File: src/rtl/assert_macros.svh
// ----------------------------------------------------------------------------
// Assertion macros
// Concurrent assertion wrappers that compile away when SYNTHESIS is defined.
// Each use expects signals named clk and rst_n in the calling scope.
// ----------------------------------------------------------------------------
`ifndef ASSERT_MACROS_SVH
`define ASSERT_MACROS_SVH
`ifndef SYNTHESIS
`define OIE_ASSERT_IMP(label, ante, cons) \
  label: assert property (@(posedge clk) disable iff (!rst_n) (ante) |-> (cons)) \
    else $error("implication check failed");
`define OIE_ASSERT_NXT(label, ante, cons) \
  label: assert property (@(posedge clk) disable iff (!rst_n) (ante) |=> (cons)) \
    else $error("next-cycle check failed");
`else
`define OIE_ASSERT_IMP(label, ante, cons)
`define OIE_ASSERT_NXT(label, ante, cons)
`endif
`endif

File: src/rtl/oie_pkg.sv
// ----------------------------------------------------------------------------
// Image expander package
// Shared codes, constants and the run descriptor type.
// ----------------------------------------------------------------------------
package oie_pkg;

  localparam logic OP_BEGIN  = 1'b0;
  localparam logic OP_BITMAP = 1'b1;

  localparam logic CFG_COLUMN_OFFSET = 1'b0;
  localparam logic CFG_ROW_OFFSET    = 1'b1;

  localparam logic [7:0] CMD_COLUMN_SET   = 8'h2A;
  localparam logic [7:0] CMD_ROW_SET      = 8'h2B;
  localparam logic [7:0] CMD_MEMORY_WRITE = 8'h2C;
  localparam logic [7:0] ADDR_HIGH_BYTE   = 8'h00;

  localparam logic [3:0] SETUP_LAST_IDX = 4'd10;
  localparam logic [3:0] PIXELS_PER_BYTE = 4'd8;

  // One decoded input word, ready to be serialized into output bytes.
  typedef struct packed {
    logic        is_setup;
    logic [3:0]  last_idx;
    logic        image_done;
    logic [7:0]  col_start;
    logic [7:0]  col_end;
    logic [7:0]  row_start;
    logic [7:0]  row_end;
    logic [7:0]  bits;
    logic [15:0] fore;
    logic [15:0] back;
  } run_t;

endpackage

File: src/rtl/oie_frontend.sv
// ----------------------------------------------------------------------------
// Image expander front end
// Holds configuration and image state, and decodes each accepted input word
// into a run descriptor for the serializer.
// ----------------------------------------------------------------------------
module oie_frontend
  import oie_pkg::*;
#(
  parameter int PANEL_WIDTH  = 128,
  parameter int PANEL_HEIGHT = 160
) (
  input  logic        clk,
  input  logic        rst_n,
  input  logic        cfg_we,
  input  logic        cfg_index,
  input  logic [7:0]  cfg_wdata,
  input  logic        accept,
  input  logic        opcode,
  input  logic [7:0]  win_x,
  input  logic [7:0]  win_y,
  input  logic [7:0]  win_width,
  input  logic [7:0]  win_height,
  input  logic [15:0] fore_color,
  input  logic [15:0] back_color,
  input  logic [7:0]  bitmap_byte,
  output logic        run_start,
  output run_t        run_desc
);

  localparam logic [8:0] PanelW = 9'(PANEL_WIDTH);
  localparam logic [8:0] PanelH = 9'(PANEL_HEIGHT);

  logic [7:0]  col_offset_r, row_offset_r;
  logic        active_r, active_nxt;
  logic [15:0] pixels_left_r, pixels_left_nxt;
  logic [15:0] fore_r, back_r;

  logic [8:0]  x_end, y_end;
  logic        win_ok;
  logic [3:0]  npix;
  logic [2:0]  npix_m1;
  logic        pix_ok;

  assign x_end  = {1'b0, win_x} + {1'b0, win_width} - 9'd1;
  assign y_end  = {1'b0, win_y} + {1'b0, win_height} - 9'd1;
  assign win_ok = (win_width != 8'd0) && (win_height != 8'd0) &&
                  (x_end < PanelW) && (y_end < PanelH);

  assign pix_ok  = active_r && (pixels_left_r != 16'd0);
  assign npix    = (pixels_left_r >= 16'(PIXELS_PER_BYTE)) ? PIXELS_PER_BYTE
                                                           : pixels_left_r[3:0];
  assign npix_m1 = 3'(npix - 4'd1);

  always_comb begin
    active_nxt      = active_r;
    pixels_left_nxt = pixels_left_r;
    run_start       = 1'b0;
    run_desc.is_setup   = (opcode == OP_BEGIN);
    run_desc.col_start  = win_x + col_offset_r;
    run_desc.col_end    = x_end[7:0] + col_offset_r;
    run_desc.row_start  = win_y + row_offset_r;
    run_desc.row_end    = y_end[7:0] + row_offset_r;
    run_desc.bits       = bitmap_byte;
    run_desc.fore       = fore_r;
    run_desc.back       = back_r;
    run_desc.last_idx   = {npix_m1, 1'b1};
    run_desc.image_done = (pixels_left_r <= 16'(PIXELS_PER_BYTE));
    if (opcode == OP_BEGIN) begin
      run_desc.last_idx   = SETUP_LAST_IDX;
      run_desc.image_done = 1'b0;
      active_nxt          = win_ok;
      run_start           = win_ok;
      if (win_ok) begin
        pixels_left_nxt = 16'(win_width) * 16'(win_height);
      end
    end else begin
      run_start = pix_ok;
      if (pix_ok) begin
        pixels_left_nxt = pixels_left_r - 16'(npix);
        active_nxt      = !run_desc.image_done;
      end else begin
        active_nxt = 1'b0;
      end
    end
  end

  always_ff @(posedge clk) begin
    if (!rst_n) begin
      col_offset_r  <= '0;
      row_offset_r  <= '0;
      active_r      <= 1'b0;
      pixels_left_r <= '0;
      fore_r        <= '0;
      back_r        <= '0;
    end else begin
      if (cfg_we) begin
        if (cfg_index == CFG_COLUMN_OFFSET) begin
          col_offset_r <= cfg_wdata;
        end else begin
          row_offset_r <= cfg_wdata;
        end
      end
      if (accept) begin
        active_r      <= active_nxt;
        pixels_left_r <= pixels_left_nxt;
        if (opcode == OP_BEGIN && win_ok) begin
          fore_r <= fore_color;
          back_r <= back_color;
        end
      end
    end
  end

endmodule

File: src/rtl/oie_serializer.sv
// ----------------------------------------------------------------------------
// Image expander serializer
// Holds one run descriptor and walks it out one byte per cycle into the
// output register, while the downstream ready lets that register load.
// ----------------------------------------------------------------------------
module oie_serializer
  import oie_pkg::*;
(
  input  logic       clk,
  input  logic       rst_n,
  input  logic       take,
  input  run_t       run_in,
  output logic       ready,
  output logic       run_valid,
  output logic       out_valid,
  input  logic       out_ready,
  output logic [7:0] out_byte,
  output logic       out_is_data,
  output logic       out_last_of_run,
  output logic       out_image_done
);

  run_t       run_r;
  logic       run_valid_r;
  logic [3:0] idx_r;
  logic       out_valid_r;
  logic [7:0] byte_r, byte_nxt;
  logic       is_data_r, is_data_nxt;
  logic       last_r, done_r;

  logic        load, advance, run_last;
  logic [15:0] colour;

  assign load     = !out_valid_r || out_ready;
  assign advance  = run_valid_r && load;
  assign run_last = (idx_r == run_r.last_idx);
  assign ready    = !run_valid_r || (load && run_last);

  assign colour = run_r.bits[idx_r[3:1]] ? run_r.fore : run_r.back;

  always_comb begin
    byte_nxt    = idx_r[0] ? colour[15:8] : colour[7:0];
    is_data_nxt = 1'b1;
    if (run_r.is_setup) begin
      case (idx_r)
        4'd0: begin
          byte_nxt    = CMD_COLUMN_SET;
          is_data_nxt = 1'b0;
        end
        4'd2:    byte_nxt = run_r.col_start;
        4'd4:    byte_nxt = run_r.col_end;
        4'd5: begin
          byte_nxt    = CMD_ROW_SET;
          is_data_nxt = 1'b0;
        end
        4'd7:    byte_nxt = run_r.row_start;
        4'd9:    byte_nxt = run_r.row_end;
        4'd10: begin
          byte_nxt    = CMD_MEMORY_WRITE;
          is_data_nxt = 1'b0;
        end
        default: byte_nxt = ADDR_HIGH_BYTE;
      endcase
    end
  end

  always_ff @(posedge clk) begin
    if (!rst_n) begin
      run_valid_r <= 1'b0;
      out_valid_r <= 1'b0;
      idx_r       <= '0;
    end else begin
      if (advance) begin
        out_valid_r <= 1'b1;
      end else if (load) begin
        out_valid_r <= 1'b0;
      end
      if (take) begin
        run_valid_r <= 1'b1;
        idx_r       <= '0;
      end else if (advance) begin
        idx_r <= idx_r + 4'd1;
        if (run_last) begin
          run_valid_r <= 1'b0;
        end
      end
    end
  end

  always_ff @(posedge clk) begin
    if (take) begin
      run_r <= run_in;
    end
    if (advance) begin
      byte_r    <= byte_nxt;
      is_data_r <= is_data_nxt;
      last_r    <= run_last;
      done_r    <= run_last && run_r.image_done;
    end
  end

  assign run_valid       = run_valid_r;
  assign out_valid       = out_valid_r;
  assign out_byte        = byte_r;
  assign out_is_data     = is_data_r;
  assign out_last_of_run = last_r;
  assign out_image_done  = done_r;

endmodule

File: src/rtl/one_bit_image_expander.sv
// ----------------------------------------------------------------------------
// One-bit image expander
// Turns window commands and packed monochrome bitmap words into a 16-bit
// color byte stream for a serial display controller.
// ----------------------------------------------------------------------------
// The block sends one byte per cycle from its output register while the
// downstream ready is high. A begin word whose window fits the panel yields
// eleven setup bytes; a bitmap word yields two bytes per pixel, up to sixteen
// bytes; a word that yields nothing starts no run. The next word is accepted
// in the cycle the previous word's last byte moves into the output register,
// so the sustained rate is set by the output register's one-byte-per-cycle
// drain together with the downstream ready.
`include "assert_macros.svh"

module one_bit_image_expander
  import oie_pkg::*;
#(
  parameter int PANEL_WIDTH  = 128,
  parameter int PANEL_HEIGHT = 160
) (
  input  logic        clk,
  input  logic        rst_n,
  input  logic        cfg_we,
  input  logic        cfg_index,
  input  logic [7:0]  cfg_wdata,
  input  logic        in_valid,
  output logic        in_ready,
  input  logic        in_opcode,
  input  logic [7:0]  in_win_x,
  input  logic [7:0]  in_win_y,
  input  logic [7:0]  in_win_width,
  input  logic [7:0]  in_win_height,
  input  logic [15:0] in_fore_color,
  input  logic [15:0] in_back_color,
  input  logic [7:0]  in_bitmap_byte,
  output logic        out_valid,
  input  logic        out_ready,
  output logic [7:0]  out_byte,
  output logic        out_is_data,
  output logic        out_last_of_run,
  output logic        out_image_done
);

  logic accept;
  logic run_start;
  logic run_valid;
  run_t run_desc;

  assign accept = in_valid && in_ready;

  oie_frontend #(
    .PANEL_WIDTH (PANEL_WIDTH),
    .PANEL_HEIGHT(PANEL_HEIGHT)
  ) u_frontend (
    .clk        (clk),
    .rst_n      (rst_n),
    .cfg_we     (cfg_we),
    .cfg_index  (cfg_index),
    .cfg_wdata  (cfg_wdata),
    .accept     (accept),
    .opcode     (in_opcode),
    .win_x      (in_win_x),
    .win_y      (in_win_y),
    .win_width  (in_win_width),
    .win_height (in_win_height),
    .fore_color (in_fore_color),
    .back_color (in_back_color),
    .bitmap_byte(in_bitmap_byte),
    .run_start  (run_start),
    .run_desc   (run_desc)
  );

  oie_serializer u_serializer (
    .clk            (clk),
    .rst_n          (rst_n),
    .take           (accept && run_start),
    .run_in         (run_desc),
    .ready          (in_ready),
    .run_valid      (run_valid),
    .out_valid      (out_valid),
    .out_ready      (out_ready),
    .out_byte       (out_byte),
    .out_is_data    (out_is_data),
    .out_last_of_run(out_last_of_run),
    .out_image_done (out_image_done)
  );

  // With no run pending the serializer must never stall the input.
  `OIE_ASSERT_IMP(a_ready_when_empty, !run_valid, in_ready)
  // The end of an image is always a data byte that closes its word.
  `OIE_ASSERT_IMP(a_done_is_last, out_valid && out_image_done,
                  out_last_of_run && out_is_data)
  // Command bytes are only the three window commands.
  `OIE_ASSERT_IMP(a_cmd_codes, out_valid && !out_is_data,
                  out_byte == CMD_COLUMN_SET || out_byte == CMD_ROW_SET ||
                  out_byte == CMD_MEMORY_WRITE)
  // A word that starts a run leaves a run pending in the next cycle.
  `OIE_ASSERT_NXT(a_run_loaded, accept && run_start, run_valid)

endmodule

File: config.mk
export PLATFORM = sky130hd
export DESIGN_NAME = one_bit_image_expander
export DESIGN_NICKNAME = d
export VERILOG_FILES = /design/src/rtl/oie_pkg.sv /design/src/rtl/oie_frontend.sv /design/src/rtl/oie_serializer.sv /design/src/rtl/one_bit_image_expander.sv
export VERILOG_INCLUDE_DIRS = /design/src /design/src/rtl
export SDC_FILE = /design/constraint.sdc
export NUM_CORES = 1
export LEC_CHECK = 0
export ABC_AREA = 1
export BUFFER_PORTS_ARGS = -buffer_cell sky130_fd_sc_hd__buf_2
export CORE_MARGIN = 2
export CORE_UTILIZATION = 67
export CTS_BUF_LIST = sky130_fd_sc_hd__clkbuf_8
export DETAILED_ROUTE_END_ITERATION = 10
export PLACE_DENSITY_LB_ADDON = 0.05
export SKIP_CTS_REPAIR_TIMING = 1
export SYNTH_ARGS = -nofsm -noshare
export SYNTH_HDL_FRONTEND = slang
export SYNTH_SLANG_ARGS = --single-unit
export TNS_END_PERCENT = 20
File: constraint.sdc
create_clock -name clk -period 14.1 [get_ports clk]
set_clock_uncertainty 0.05 [all_clocks]
set_input_delay 1.41 -clock clk [delete_from_list [all_inputs] [get_ports clk]]
set_output_delay 1.41 -clock clk [all_outputs]
set_load 0.1 [all_outputs]
==> flow_summary.toml <==
[sta]
setup_viol = 0
final_max_slew_viol_count = 0
report.final.hold_viol_count = 0
fin_setup_tns_ps = 0
rsz0062_at_grt = "false"
finalCritPeriodShare = 0.3645
max-slew-margin-rel = 0.3016
fmax_achieved_mhz = 194.6
finalCriticalPeriod_ps = 5139
worst_hold_slack_ps = 374.2
timing_worst_slew_pin_value_ps = 1044
post-route-worst-setup-slack_ps = 8961

[worst_setup_path]
timing.critical_path.to = "u_frontend.pixels_left_r[8]"
critical_path_cell_count = 18
crit_top_cell = "fa_1"
timing.reg2reg.setup_slack_ps = 10160
worst_r2r_path_depth = 9
crit_path_cell_trace = "buf_2 -> nand2_1 -> fa_1 -> fa_1 -> inv_1 -> fa_1 -> inv_1 -> fa_1 -> inv_1 -> ha_1 -> a21oi_1 -> o21ai_0 -> a21oi_1 -> nor2_1 -> o21ai_0 -> nand2_1 -> nor2_1 -> nor2_1"
crit_required_ps = 14420
timing_worst_setup_path_type = "in -> reg"
endpoint_kind = "flip-flop"
worst_path_dominant_cell_family = "adder cells"
worstReg2RegEnd = "u_serializer.run_r[36]"
critical_path.max_stage_delay_ps = 560
timing.critical_path.slowest_stage_cell = "fa_1"
crit_path_max_fanout = 9
crit_path_start_kind = "primary input"
critPathArrivalTime_ps = 5460
worst_r2r_src = "u_serializer.idx_r[0]"
critical_path_buf_inv_count = 4
critical_path.startpoint = "in_win_height[7]"

[synthesis]
synth_seq_area_share = 0.3688
synth-seq-cells = 160
synth_async_sr_flop_share = 0
synthesis.yosys.warnings = 0
synth_nets = 1624
post_synth.cell_area_avg_sq_um = 7.957
netlist_area_sq_um = 11100
synthFlopType = "edfxtp_1"
yosysMostFrequentCell = "nand2_1"
synth-edff-count = 89
synth_top_area_cell = "edfxtp_1"
synth.top_cells.by_count = "nand2_1, inv_1, nor2_1, o21ai_0, ha_1"
synth_top_area_frac = 0.2408
synth.lib_cells_used.distinct = 46
synth.top_cells.by_area = "edfxtp_1, dfxtp_1, ha_1, nand2_1, inv_1"
syn-instance-count = 1395

[cts]
ctsHtreeMaxLevel = 4
clockRootBuffer = "clkbuf_8"
numClockSinks = 160
cts-root-to-sink-buffers = 2
worstSkewPairLatency_ps = 460
clock_tree_from_tritoncts = "built"
clk_pin_slew_worst_paths_ps = 90
cts-buffers-inserted = 17

[grt]
number_of_global_route_vias_before_repair = 8982
global_route.overflow_total = 0
number_of_antenna_violations_at_the_first_check_in_global_routing = 0
global_routing_usage_summed_across_all_routing_layers = 0.3076
pin_count_of_the_biggest_net_entering_global_routing = 68
grt_first_pass_wirelength_mm = 42.75

[place]
post_place_cells = 1674
weighted_congestion_at_the_end_of_routability_driven_global_placement = 0.8914
placement.setup.worst_slack_ps = 8519
detailed_place.area_sq_um = 11700
dp_hpwl_mm = 19.43
io_buffers = 99

[layout]
fin_cells = 1706
cell_area_after_layout_sq_um = 12130
synthToLayoutAreaGrowth_pct = 9.265
layout-drive-gt1-share = 0.1036
fin_util = 0.7393
fill_count = 1287
final_nets = 1702
count_of_antenna_diodes_in_the_layout = 0

[die]
rows = 47
floorplan.die.height_um = 132.7
fp.dieW_um = 132.7
io_pins = 100
die-area_sq_um = 17610
core_region_area_sq_um = 16410
start_util = 0.6766

[pwr]
totalPowerFinal_mw = 1.376
pwr-share-seq = 0.382
net-switching-power_uw = 502.3
leak_pwr_nw = 6.452
power_frac_comb = 0.345
vdd_ir_drop_max_uv = 79.07
clock_power_share = 0.273
power_report.internal_total_uw = 873.8
switching_share = 0.3650
cellPowerDensity_nw_per_um2 = 113.5

[run]
max_cap_violations = 0

[hold_path]
worst_hold_class = "reg -> reg"

[detailed_routing]
dr.pass1.iters = 5
viasPerCell = 5.365
sum_of_routed_wire_length_over_all_layers_mm = 25.91
drc_errors = 0
detail_route.wl_per_cell_um = 15.19
vias = 9152
drt_iter0_drc = 677
final_antenna_net_count = 0

[status]
status = "finished, final reports clean"
[power by group through the flow]
stage	clock [mW]	sequential [mW]	combinational, mW
CTS	0.377	0.526	0.473
detailed placement	0	0.537	0.469
global placement	0	0.536	0.457
global route	0.396	0.528	0.547
floorplan	0	0.539	0.356
finish	0.376	0.526	0.474
[worst min path at each step]
stage / start / to / cells past startpoint
2_1_floorplan: u_frontend.back_r[0] / u_serializer.run_r[0] / 0
3_3_place_gp: u_frontend.back_r[5] / u_serializer.run_r[5] / 0
3_5_place_dp: u_frontend.fore_r[8] / u_serializer.run_r[24] / 0
4_1_cts: u_frontend.back_r[11] / u_serializer.run_r[11] / 0
5_1_grt: u_frontend.back_r[2] / u_serializer.run_r[2] / 0
6_report: u_frontend.back_r[11] / u_serializer.run_r[11] / 0
[cell families after synthesis]
family,synth area share
AOI/OAI and AO/OA,0.1022
xor gates and xnor gates,0.03077
buffers and inverters,0.1096
and+or+nand+nor,0.1998
other,0.0003378
adders and majority gates,0.1885
DFF,0.3688
[cell type report]
class                           instances  area (sq um)  share of cell area
Clock inverter                         15         200.2             0.01651
Clock buffer                           17         234.0             0.01929
Tap cell                              220         275.3             0.02269
Inverter                              271          1017             0.08387
Sequential cell                       160          4094              0.3375
Multi-Input combinational cell        922          5798              0.4780
Timing Repair Buffer                  101         510.5             0.04209
[sequential cells by signal, summed over array words and instances, names as in the netlist]
name	flops
u_frontend.active_r	1
u_frontend.back_r	16
u_frontend.col_offset_r	8
u_frontend.fore_r	16
u_frontend.pixels_left_r	16
u_frontend.row_offset_r	8
u_serializer.idx_r	4
u_serializer.out_byte	8
u_serializer.out_image_done	1
u_serializer.out_is_data	1
u_serializer.out_last_of_run	1
u_serializer.out_valid	1
u_serializer.run_r	78
u_serializer.run_valid	1
[layer usage]
layer,part of all wire,track usage,wire (um)
met1,0.45,0.3969,11580
met2,0.48,0.5248,12430
met3,0.044,0.05287,1144
met4,0.029,0.1093,760
met5,0,0,0
[layout by cell type (no fill, tap or decap), types with 4 or more instances in the layout]
cell type  synthesis  routed
a221oi_1           4       4
buf_2             12      99
nand4_1           11      11
dfxtp_1           71      71
fa_1              42      42
a22o_1             9       9
nor2_1           161     161
o21bai_1           4       4
a21oi_1           67      67
xnor2_1            5       5
clkbuf_8           0      17
nand2_1          283     283
nand3_1           54      54
edfxtp_1          89      89
nor3_1             8       8
ha_1             100     100
inv_1            265     265
xor2_1            34      34
o21ai_0          102     102
inv_2              5       5
[worst reg2reg max path, delay by kind of cell, from the launching register on]
kind,cells,cell delay (ps)
buffers and inverters,2,1130
and+or+nand+nor,5,630
DFF,1,680
AOI/OAI and AO/OA,2,1060
Power figures use the tool's default switching activity.
